File: src/design/idt_pkg.sv
`default_nettype none

package idt_pkg;

	// default number of indent levels, base level included
	localparam int unsigned STACK_DEPTH_DEF = 64;

	localparam int unsigned LEVEL_W = 16;
	localparam int unsigned KIND_W  = 2;

	// token kinds
	localparam logic [KIND_W-1:0] KIND_NEWLINE = 2'd0;
	localparam logic [KIND_W-1:0] KIND_INDENT  = 2'd1;
	localparam logic [KIND_W-1:0] KIND_DEDENT  = 2'd2;

	typedef logic [LEVEL_W-1:0] level_t;

	// shift command broadcast to every stack cell
	typedef struct packed {
		logic   push;
		logic   pop;
		level_t data;
	} stack_op_t;

endpackage

`default_nettype wire

File: src/design/idt_req_if.sv
`default_nettype none

interface idt_req_if;
	logic                  valid;
	logic                  ready;
	logic                  at_end_now;
	logic                  saw_line_break;
	idt_pkg::level_t       line_indent;
	logic                  at_end_after_gap;
	logic                  accept_newline;
	logic                  accept_indent;
	logic                  accept_dedent;

	modport source (
		output valid, at_end_now, saw_line_break, line_indent, at_end_after_gap,
		       accept_newline, accept_indent, accept_dedent,
		input  ready
	);
	modport sink (
		input  valid, at_end_now, saw_line_break, line_indent, at_end_after_gap,
		       accept_newline, accept_indent, accept_dedent,
		output ready
	);
endinterface

`default_nettype wire

File: src/design/idt_tok_if.sv
`default_nettype none

interface idt_tok_if;
	logic                          valid;
	logic                          ready;
	logic                          token_found;
	logic [idt_pkg::KIND_W-1:0]    token_kind;
	logic                          stack_overflow;

	modport source (
		output valid, token_found, token_kind, stack_overflow,
		input  ready
	);
	modport sink (
		input  valid, token_found, token_kind, stack_overflow,
		output ready
	);
endinterface

`default_nettype wire

File: src/design/idt_cell.sv
`default_nettype none

// one stack entry: takes the shallower neighbor on push, the deeper one on pop
module idt_cell (
	input  wire                logic clk,
	input  wire                logic arst_n,
	input  idt_pkg::stack_op_t op,
	input  idt_pkg::level_t    from_above,
	input  idt_pkg::level_t    from_below,
	output idt_pkg::level_t    level
);

	idt_pkg::level_t level_q;

	// shift along the chain
	always_ff @(posedge clk or negedge arst_n) begin
		if (!arst_n) begin
			level_q <= '0;
		end else if (op.push) begin
			level_q <= from_above;
		end else if (op.pop) begin
			level_q <= from_below;
		end
	end

	assign level = level_q;

endmodule

`default_nettype wire

File: src/design/idt_ctrl.sv
`default_nettype none

// token decision, level count, unwind state and output word register
module idt_ctrl #(
	parameter int unsigned STACK_DEPTH = idt_pkg::STACK_DEPTH_DEF
) (
	input  wire logic          clk,
	input  wire logic          arst_n,
	idt_req_if.sink            req,
	idt_tok_if.source          tok,
	input  idt_pkg::level_t    top_level,
	output idt_pkg::stack_op_t op
);

	localparam int unsigned CNT_W = $clog2(STACK_DEPTH + 1);
	localparam logic [CNT_W-1:0] CNT_ONE  = CNT_W'(1);
	localparam logic [CNT_W-1:0] CNT_FULL = CNT_W'(STACK_DEPTH);

	logic [CNT_W-1:0]            count_q;
	logic                        unwinding_q;
	idt_pkg::level_t             target_q;
	logic                        tok_valid_q;
	logic                        found_q;
	logic [idt_pkg::KIND_W-1:0]  kind_q;
	logic                        ovf_q;

	logic                        accept;
	logic                        can_pop;
	logic                        found_d;
	logic [idt_pkg::KIND_W-1:0]  kind_d;
	logic                        ovf_d;
	logic                        push_d;
	logic                        pop_d;
	logic                        unwinding_d;
	idt_pkg::level_t             target_d;

	// output register frees the input side whenever it drains
	assign req.ready = !tok_valid_q || tok.ready;
	assign accept    = req.valid && req.ready;
	assign can_pop   = count_q > CNT_ONE;

	// token decision against the cached top level
	always_comb begin
		found_d     = 1'b0;
		kind_d      = idt_pkg::KIND_NEWLINE;
		ovf_d       = 1'b0;
		push_d      = 1'b0;
		pop_d       = 1'b0;
		unwinding_d = unwinding_q;
		target_d    = target_q;
		if (unwinding_q) begin
			if (target_q < top_level && req.accept_dedent) begin
				pop_d   = can_pop;
				found_d = 1'b1;
				kind_d  = idt_pkg::KIND_DEDENT;
			end else begin
				unwinding_d = 1'b0;
				found_d     = target_q == top_level && req.accept_newline;
			end
		end else if (req.at_end_now) begin
			if (req.accept_dedent && can_pop) begin
				pop_d   = 1'b1;
				found_d = 1'b1;
				kind_d  = idt_pkg::KIND_DEDENT;
			end
		end else if (!req.saw_line_break) begin
			found_d = 1'b0;
		end else if (req.at_end_after_gap) begin
			if (req.accept_dedent && can_pop) begin
				pop_d   = 1'b1;
				found_d = 1'b1;
				kind_d  = idt_pkg::KIND_DEDENT;
			end else begin
				found_d = req.accept_newline;
			end
		end else if (req.line_indent > top_level && req.accept_indent) begin
			found_d = 1'b1;
			kind_d  = idt_pkg::KIND_INDENT;
			push_d  = count_q < CNT_FULL;
			ovf_d   = !(count_q < CNT_FULL);
		end else if (req.line_indent < top_level && req.accept_dedent) begin
			found_d     = 1'b1;
			kind_d      = idt_pkg::KIND_DEDENT;
			pop_d       = can_pop;
			unwinding_d = 1'b1;
			target_d    = req.line_indent;
		end else begin
			found_d = req.accept_newline;
		end
	end

	assign op.push = accept && push_d;
	assign op.pop  = accept && pop_d;
	assign op.data = req.line_indent;

	// level count and unwind state
	always_ff @(posedge clk or negedge arst_n) begin
		if (!arst_n) begin
			count_q     <= CNT_ONE;
			unwinding_q <= 1'b0;
			target_q    <= '0;
		end else if (accept) begin
			unwinding_q <= unwinding_d;
			target_q    <= target_d;
			if (push_d) begin
				count_q <= count_q + CNT_ONE;
			end else if (pop_d) begin
				count_q <= count_q - CNT_ONE;
			end
		end
	end

	// output word register
	always_ff @(posedge clk or negedge arst_n) begin
		if (!arst_n) begin
			tok_valid_q <= 1'b0;
		end else if (req.ready) begin
			tok_valid_q <= req.valid;
		end
	end

	always_ff @(posedge clk) begin
		if (accept) begin
			found_q <= found_d;
			kind_q  <= found_d ? kind_d : idt_pkg::KIND_NEWLINE;
			ovf_q   <= ovf_d;
		end
	end

	assign tok.valid          = tok_valid_q;
	assign tok.token_found    = found_q;
	assign tok.token_kind     = kind_q;
	assign tok.stack_overflow = ovf_q;

endmodule

`default_nettype wire

File: src/design/indent_dedent_token_scanner.sv
// Indentation token scanner.
// req channel: one word per token request (end-of-input flags, line break seen,
// indent of the next line, and which of NEWLINE / INDENT / DEDENT the parser takes).
// tok channel: one word per request: token_found, token_kind (0 newline,
// 1 indent, 2 dedent) and stack_overflow when an indent push was dropped.
// The result word is registered at the accept edge.
// Throughput is one request per cycle unless tok stalls; the decision needs
// only the top level, which always sits in the first cell of the level chain,
// and one push or pop shifts every cell by one place in the same cycle.
// STACK_DEPTH cells hold the open levels, base level 0 included; a push onto a
// full chain is dropped and flagged, the INDENT is still reported.
// Reset leaves one open level (0), no unwinding and an empty output register.
// When the tok receiver stalls, the held word stays put and req.ready drops
// until it is taken; with the output register free a request is taken at once.
`default_nettype none

module indent_dedent_token_scanner #(
	parameter int unsigned STACK_DEPTH = idt_pkg::STACK_DEPTH_DEF
) (
	input wire logic  clk,
	input wire logic  arst_n,
	idt_req_if.sink   req,
	idt_tok_if.source tok
);

	idt_pkg::stack_op_t op;
	idt_pkg::level_t    levels [STACK_DEPTH];

	// decision and control
	idt_ctrl #(
		.STACK_DEPTH(STACK_DEPTH)
	) u_ctrl (
		.clk       (clk),
		.arst_n    (arst_n),
		.req       (req),
		.tok       (tok),
		.top_level (levels[0]),
		.op        (op)
	);

	// level chain, top of stack in cell 0
	for (genvar i = 0; i < STACK_DEPTH; i++) begin : g_cell
		idt_pkg::level_t above;
		idt_pkg::level_t below;
		if (i == 0) begin : g_first
			assign above = op.data;
		end else begin : g_mid_above
			assign above = levels[i-1];
		end
		if (i == STACK_DEPTH - 1) begin : g_last
			assign below = '0;
		end else begin : g_mid_below
			assign below = levels[i+1];
		end
		idt_cell u_cell (
			.clk        (clk),
			.arst_n     (arst_n),
			.op         (op),
			.from_above (above),
			.from_below (below),
			.level      (levels[i])
		);
	end

endmodule

`default_nettype wire

File: src/flat_wrapper.sv
// flat-port wrapper written by rule: the top's interface ports become plain ports
module indent_dedent_token_scanner_flat 
#(
	parameter int unsigned STACK_DEPTH = idt_pkg::STACK_DEPTH_DEF
)
  (clk, arst_n, req_valid, req_at_end_now, req_saw_line_break, req_line_indent, req_at_end_after_gap, req_accept_newline, req_accept_indent, req_accept_dedent, req_ready, tok_valid, tok_token_found, tok_token_kind, tok_stack_overflow, tok_ready);
  idt_req_if req_i ();
  idt_tok_if tok_i ();
  input wire logic clk;
  input wire logic arst_n;
  input wire logic [$bits(req_i.valid)-1:0] req_valid;
  input wire logic [$bits(req_i.at_end_now)-1:0] req_at_end_now;
  input wire logic [$bits(req_i.saw_line_break)-1:0] req_saw_line_break;
  input wire logic [$bits(req_i.line_indent)-1:0] req_line_indent;
  input wire logic [$bits(req_i.at_end_after_gap)-1:0] req_at_end_after_gap;
  input wire logic [$bits(req_i.accept_newline)-1:0] req_accept_newline;
  input wire logic [$bits(req_i.accept_indent)-1:0] req_accept_indent;
  input wire logic [$bits(req_i.accept_dedent)-1:0] req_accept_dedent;
  output wire logic [$bits(req_i.ready)-1:0] req_ready;
  output wire logic [$bits(tok_i.valid)-1:0] tok_valid;
  output wire logic [$bits(tok_i.token_found)-1:0] tok_token_found;
  output wire logic [$bits(tok_i.token_kind)-1:0] tok_token_kind;
  output wire logic [$bits(tok_i.stack_overflow)-1:0] tok_stack_overflow;
  input wire logic [$bits(tok_i.ready)-1:0] tok_ready;
  assign req_i.valid = req_valid;
  assign req_i.at_end_now = req_at_end_now;
  assign req_i.saw_line_break = req_saw_line_break;
  assign req_i.line_indent = req_line_indent;
  assign req_i.at_end_after_gap = req_at_end_after_gap;
  assign req_i.accept_newline = req_accept_newline;
  assign req_i.accept_indent = req_accept_indent;
  assign req_i.accept_dedent = req_accept_dedent;
  assign req_ready = req_i.ready;
  assign tok_valid = tok_i.valid;
  assign tok_token_found = tok_i.token_found;
  assign tok_token_kind = tok_i.token_kind;
  assign tok_stack_overflow = tok_i.stack_overflow;
  assign tok_i.ready = tok_ready;
  indent_dedent_token_scanner #(.STACK_DEPTH(STACK_DEPTH)) u_core (.clk(clk), .arst_n(arst_n), .req(req_i), .tok(tok_i));
endmodule
File: config.mk
export PLATFORM = sky130hd
export DESIGN_NAME = indent_dedent_token_scanner_flat
export DESIGN_NICKNAME = d
export VERILOG_FILES = /design/src/design/idt_pkg.sv /design/src/design/idt_req_if.sv /design/src/design/idt_tok_if.sv /design/src/design/idt_cell.sv /design/src/design/idt_ctrl.sv /design/src/design/indent_dedent_token_scanner.sv /design/src/flat_wrapper.sv
export SDC_FILE = /design/constraint.sdc
export NUM_CORES = 2
export LEC_CHECK = 0
export BUFFER_PORTS_ARGS = -buffer_cell sky130_fd_sc_hd__buf_2
export CAP_MARGIN = 20
export CORE_MARGIN = 1.5
export CORE_UTILIZATION = 55
export CTS_CLUSTER_DIAMETER = 200
export DETAILED_ROUTE_END_ITERATION = 8
export PLACE_DENSITY = 0.75
export SLEW_MARGIN = 15
export SYNTH_ARGS = -nofsm -noshare
export SYNTH_HDL_FRONTEND = slang
export SYNTH_SLANG_ARGS = --single-unit
export TNS_END_PERCENT = 30
File: constraint.sdc
create_clock -name clk -period 3.5 [get_ports clk]
set_clock_uncertainty 0.15 [all_clocks]
set_input_delay 0.35 -clock clk [delete_from_list [all_inputs] [get_ports clk]]
set_output_delay 0.35 -clock clk [all_outputs]
set_load 0.1 [all_outputs]
Word-level counts from Yosys, hierarchy flattened
Index checks and enable logic that the tools add are counted.
{"block": "totals", "ff_bits": 1053, "input_bits": 26, "output_inout_bits": 6, "word_cells": 266}
{"block": "classes", "addsub": 2, "magnitude_cmp": 5, "n_eq_ne": 1, "mux": 166, "bitwise_logic": 5, "reduce_logical": 16}
{"operator": "16-bit 2-to-1 mux", "n": 128}
{"operator": "16-bit less-than comparator", "n": 2}
{"operator": "1-bit 2-to-1 mux", "n": 28}
{"operator": "16-bit equality test", "n": 1}
{"operator": "16-bit greater-than comparator", "n": 1}
{"operator": "2-bit 2-to-1 mux", "n": 8}
{"operator": "7-bit 2-to-1 mux", "n": 2}
{"operator": "1-bit logical AND", "n": 8}
{"operator": "7-bit by 1-bit adder with 7-bit output (second input constant)", "n": 1}
{"operator": "7-bit by 1-bit greater-than comparator with 1-bit output (second input constant)", "n": 1}
{"operator": "7-bit less-than comparator (second input constant)", "n": 1}
{"operator": "7-bit AND reduction", "n": 1}
{"operator": "7-bit by 1-bit subtractor with 7-bit output (second input constant)", "n": 1}
{"operator": "1-bit inverter", "n": 5}
{"operator": "5-bit OR reduction", "n": 1}
{"operator": "2-bit nonzero test", "n": 2}
{"operator": "1-bit logical NOT", "n": 2}
{"operator": "2-bit AND reduction", "n": 1}
{"operator": "1-bit logical OR", "n": 1}

Depth between registers and ports, before layout
{"block": "depth", "word_depth": 11, "ltp_mapped": 14, "ltp_nobuf": 9}

Hierarchy
Synthesis repeated with hierarchy kept, for this count alone.
{"block": "unflattened", "cells_unflattened": 4664, "hier_area_um2": 50080.5}
{"mod": "idt_cell", "instances": 64, "cells_per_inst": 69, "area_each_um2": 744.5, "seq_area_each_um2": 400.4}
{"mod": "idt_ctrl", "instances": 1, "cells_per_inst": 247, "area_each_um2": 2431.1, "seq_area_each_um2": 747.0}
{"mod": "indent_dedent_token_scanner", "instances": 1, "cells_per_inst": 1, "area_each_um2": 3.8, "seq_area_each_um2": 0.0}

Worst setup path after synthesis
No wires, ideal clock.
{"block": "synth_path", "kind": "register to register", "start": "reg u_core.u_ctrl.tok_valid_q, in the netlist u_core.u_ctrl.tok.valid", "end": "reg u_core.g_cell[29].u_cell.level_q[14]", "setup_ps": 125, "t_arrival_ps": 3531, "t_required_ps": 3225, "slack_ps": -306, "path_stages_with_launch": 10, "n_path_buf": 3, "period_less_slack_ps": 3806, "path_cell_list": "dfrtp_1 nand2b_1 nand2_1 inv_1 nand3_1 buf_2 buf_2 clkbuf_1 mux2_2 mux2_2"}
{"block": "synth_via", "elab_chain_len": 5, "elab_cells_between_ends": 7, "cone_classes": "mux (1); reduce/logical (6)"}
{"element": "start: declaration", "line_no": "idt_ctrl.sv:22", "source": "logic tok_valid_q;"}
{"element": "start signal: assignment", "line_no": "idt_ctrl.sv:118", "source": "tok_valid_q <= req.valid;"}
{"element": "1-bit logical NOT (*)", "line_no": "idt_ctrl.sv:38", "source": "assign req.ready = !tok_valid_q || tok.ready;"}
{"element": "1-bit logical OR (*)", "line_no": "idt_ctrl.sv:38"}
{"element": "named net req_ready", "line_no": "flat_wrapper.sv:19", "source": "output wire logic [$bits(req_i.ready)-1:0] req_ready;"}
{"element": "1-bit logical AND (*)", "line_no": "idt_ctrl.sv:39", "source": "assign accept = req.valid && req.ready;"}
{"element": "1-bit logical AND (on tied branches)", "line_no": "idt_ctrl.sv:92, idt_ctrl.sv:93"}
{"element": "16-bit 2-to-1 mux or 2-bit nonzero test (tied branches)"}
{"element": "end signal: assignment", "line_no": "idt_cell.sv:20", "source": "level_q <= from_above;"}
{"element": "end signal: assignment", "line_no": "idt_cell.sv:22", "source": "level_q <= from_below;"}
{"element": "end: declaration", "line_no": "idt_cell.sv:13", "source": "idt_pkg::level_t level_q;"}
The timed path passes the listed nets; every way through them passes the cells marked *.
A chain may end at the register's enable or synchronous reset.

Worst setup path after layout
{"block": "layout_path", "start": "reg u_core.g_cell[0].u_cell.level_q[1]", "end": "reg u_core.g_cell[22].u_cell.level_q[10]"}
{"block": "layout_via", "elab_chain_len": 10, "elab_cells_between_ends": 22, "cone_classes": "order compare (3); mux (13); reduce/logical (6)"}
{"element": "start: declaration", "line_no": "idt_cell.sv:13"}
{"element": "start signal: assignment", "line_no": "idt_cell.sv:20"}
{"element": "start signal: assignment", "line_no": "idt_cell.sv:22"}
{"element": "16-bit less-than comparator", "line_no": "idt_ctrl.sv:81", "source": "end else if (req.line_indent < top_level && req.accept_dedent) begin"}
{"element": "1-bit logical AND", "line_no": "idt_ctrl.sv:81"}
{"element": "1-bit 2-to-1 mux", "line_no": "idt_ctrl.sv:81"}
{"element": "1-bit 2-to-1 mux", "line_no": "idt_ctrl.sv:76", "source": "end else if (req.line_indent > top_level && req.accept_indent) begin"}
{"element": "1-bit 2-to-1 mux", "line_no": "idt_ctrl.sv:68", "source": "end else if (req.at_end_after_gap) begin"}
{"element": "1-bit 2-to-1 mux", "line_no": "idt_ctrl.sv:66", "source": "end else if (!req.saw_line_break) begin"}
{"element": "1-bit 2-to-1 mux", "line_no": "idt_ctrl.sv:60", "source": "end else if (req.at_end_now) begin"}
{"element": "1-bit 2-to-1 mux", "line_no": "idt_ctrl.sv:51", "source": "if (unwinding_q) begin"}
{"element": "1-bit logical AND", "line_no": "idt_ctrl.sv:93", "source": "assign op.pop = accept && pop_d;"}
{"element": "2-bit nonzero test (no source line)"}
{"element": "end signal: assignment", "line_no": "idt_cell.sv:20"}
{"element": "end signal: assignment", "line_no": "idt_cell.sv:22"}
{"element": "end: declaration", "line_no": "idt_cell.sv:13"}
Parallel ways exist; a longest one is shown, timed or not.

==> metrics <==
Seq cells post-synth=1053; Pre-antenna DRT Iters=5; Longest Clk Path Bufs=3; Final TNS setup=0 ns; worst setup path start=u_core.g_cell[0].u_cell.level[1]; Setup-failing EPs final=0; clock sink count=1053; worst slew pin tran=0.633 ns; Synth-to-Final Area Change=12.9%; die area=0.0958 mm²; Post-synth EDFFs=4; DRT antenna net count=0; status=completed; ys flop type=dfrtp_1; antenna violations before repair=2; TritonCTS buffer count=109; worst skew pair latency=0.68 ns; final setup margin=0.0753 ns; Post-Syn Area=0.0517 mm²; Yosys top cell by area=dfrtp_1; sequential area share after synthesis=51.0%; r2r setup slk=0.08 ns; Initial Utilization=55.5%; Max Freq=292 MHz; CTS H-tree depth=3; critical path type=flip-flop to flip-flop; fin util=62.6%; Hold WC Path Type=primary input to flip-flop; Worst EP arrival=3.82 ns; Async SR Flop Fraction=99.6%; Worst-path clk slew=0.06 ns; Tot Pwr=25.3 mW; Lkg Pwr=29.8 nW; r2r worst-path depth=12; syn avg cell area=14.7 µm²; FP Rows=112; Netlist cell types=48; Synth top area share=50.7%; Detail Placement HPWL=53300 µm; ranking of synthesized cells by instance count=mux2_2 (2001), dfrtp_1 (1048), buf_2 (130); CTS tree=done; Rel. slew slack=57.8%; Tmin final=3.42 ns; Worst EP required=3.90 ns; first-pass GRT wire length=147000 µm; GRT Overall Usage=18.1%; Clock Tree Root=clkbuf_16; DRT iter0 DRCs=1140; largest net degree at the start of global routing=102; I/O Buffers=31; die height=310 µm; Total Wirelength=86600 µm; Pwr Density=434 mW/mm²; Core Area=0.0932 mm²; Critical Path Sink Type=flip-flop; largest cells by area after synthesis=dfrtp_1 (51%), mux2_2 (44%), buf_2 (1.3%); Final #Nets=3655; vias in the first global route=30100; share of layout cells above drive strength 1=64.1%; Post-Synthesis Cells=3517; Die X=310 µm; GRT overflow=0; VDD IR max=0.437 mV; DR vias/cell=5.64; FF-to-FF Start=u_core.g_cell[0].u_cell.level[1]; most frequent cell after synthesis=mux2_2; Max Slew Vio Count=0; period utilisation layout=97.8%; Worst R2R End=u_core.g_cell[22].u_cell.level[10]; Critical Path End=u_core.g_cell[22].u_cell.level[10]; drc violations=0; I/O pins=32; hold slack=0.101 ns; Post-Syn Nets=3578; pre-CTS WS=0.00254 ns; Ys Warns=0; final hold violations=0; max capacitance violation total=0; Crit Path Max Fanout=34; via count=27800; DR WL/cell=17.6 µm; RePlAce Congestion=0.816; critical path launch point type=flip-flop
-- how the worst min path moves through the flow --
stage | start | to | depth (start not counted)
after floorplan | arst_n | u_core.g_cell[0].u_cell.level[0] | 0
after global placement | arst_n | u_core.g_cell[57].u_cell.level[14] | 1
after detailed placement | arst_n | u_core.g_cell[57].u_cell.level[14] | 1
after CTS | req_accept_dedent | u_core.u_ctrl.unwinding_q | 4
after global routing | req_accept_dedent | u_core.u_ctrl.unwinding_q | 4
final | req_accept_dedent | u_core.u_ctrl.unwinding_q | 4
-- area by class of cell --
| cell class | instances | area, µm² |
|---|---|---|
| diodes | 1 | 2.50 |
| clock buffers | 166 | 3240 |
| clock inverters | 26 | 327 |
| fillers | 6779 | 34800 |
| inverters | 25 | 93.8 |
| multi-input cells | 2210 | 24300 |
| flip-flops and latches | 1053 | 26400 |
| well taps | 1254 | 1570 |
| repair buffers | 195 | 2500 |
-- sequential cells by signal, summed over array words and instances (netlist names) --
signal	cells
u_core.g_cell.u_cell.level	1024
u_core.u_ctrl.count_q	7
u_core.u_ctrl.target_q	16
u_core.u_ctrl.tok.stack_overflow	1
u_core.u_ctrl.tok.token_found	1
u_core.u_ctrl.tok.token_kind	2
u_core.u_ctrl.tok.valid	1
u_core.u_ctrl.unwinding_q	1
-- cells by family (layout without fill, tap and decap cells) --
kind of cell | count (synthesis) | count (layout) | synth area share (%)
adder cells (fa/ha/maj) | 35 | 35 | 0.847
XOR/XNOR | 5 | 5 | 0.0847
flip-flops | 1053 | 1053 | 51.0
multiplexers | 2032 | 2032 | 44.2
other | 0 | 1 | 0
buffers and inverters | 254 | 412 | 2.22
AND/OR/NAND/NOR | 68 | 68 | 0.680
AO/OA/AOI/OAI | 70 | 70 | 0.954
-- placed cells by master, fill, tap and decap left out, types with 3 or more instances in the layout --
cell type,instances
buf_6,3
ha_1,32
buf_16,11
buf_12,51
clkbuf_8,28
ha_4,3
a31oi_1,3
edfxtp_1,4
clkbuf_16,120
mux2i_1,31
dlygate4sd3_1,22
clkbuf_1,28
nand2_1,17
buf_4,66
nand3_1,5
bufinv_16,5
inv_1,22
nand4_1,10
nor2_1,11
and3_1,5
clkinv_2,13
inv_16,3
and2_1,4
a21oi_1,17
dfrtp_1,1048
a22o_1,16
o21ai_0,11
mux2_2,2001
buf_2,30
nor2b_1,3
xnor2_1,5
-- layer usage --
layer | vias to the layer above | GRT usage, % | wire (µm)
li1 | 13100 | - | -
met1 | 14400 | 23.6 | 39500
met2 | 241 | 31.2 | 43300
met3 | 127 | 2.46 | 2160
met4 | 0 | 5.64 | 1720
met5 | - | 0 | 0
-- what timing repair did --
item                                    4_1_cts  5_1_grt
gates resized for setup                       0       30
setup buffers                                 0        1
hold buffers                                 22        0
endpoints found under the hold margin       104        0
endpoints found under the setup margin        0      966
-- critical path, stage by stage, from the launching register on --
cell	delay [ns]
dfrtp_1	0.35
inv_1	0.08
ha_1	0.30
nor2b_2	0.15
o211ai_1	0.08
a2111o_1	0.41
a311oi_2	0.30
buf_4	0.19
nand3_4	0.16
buf_16	0.26
clkbuf_16	0.27
mux2_2	0.29
mux2_2	0.26
-- where the power goes --
part,internal (mW),switching (mW)
logic,0.638,0.903
registers,12.3,0.0633
clock network,6.74,4.71
total,19.6,5.67
-- per-stage QoR --
stage	instances	cell area [µm²]
2_1_floorplan	3517	51700
3_3_place_gp	4704	54100
3_5_place_dp	4704	54100
4_1_cts	4918	57900
5_1_grt	4930	58400
6_report	4930	58400
No activity file was read; power rests on OpenSTA's default activity.
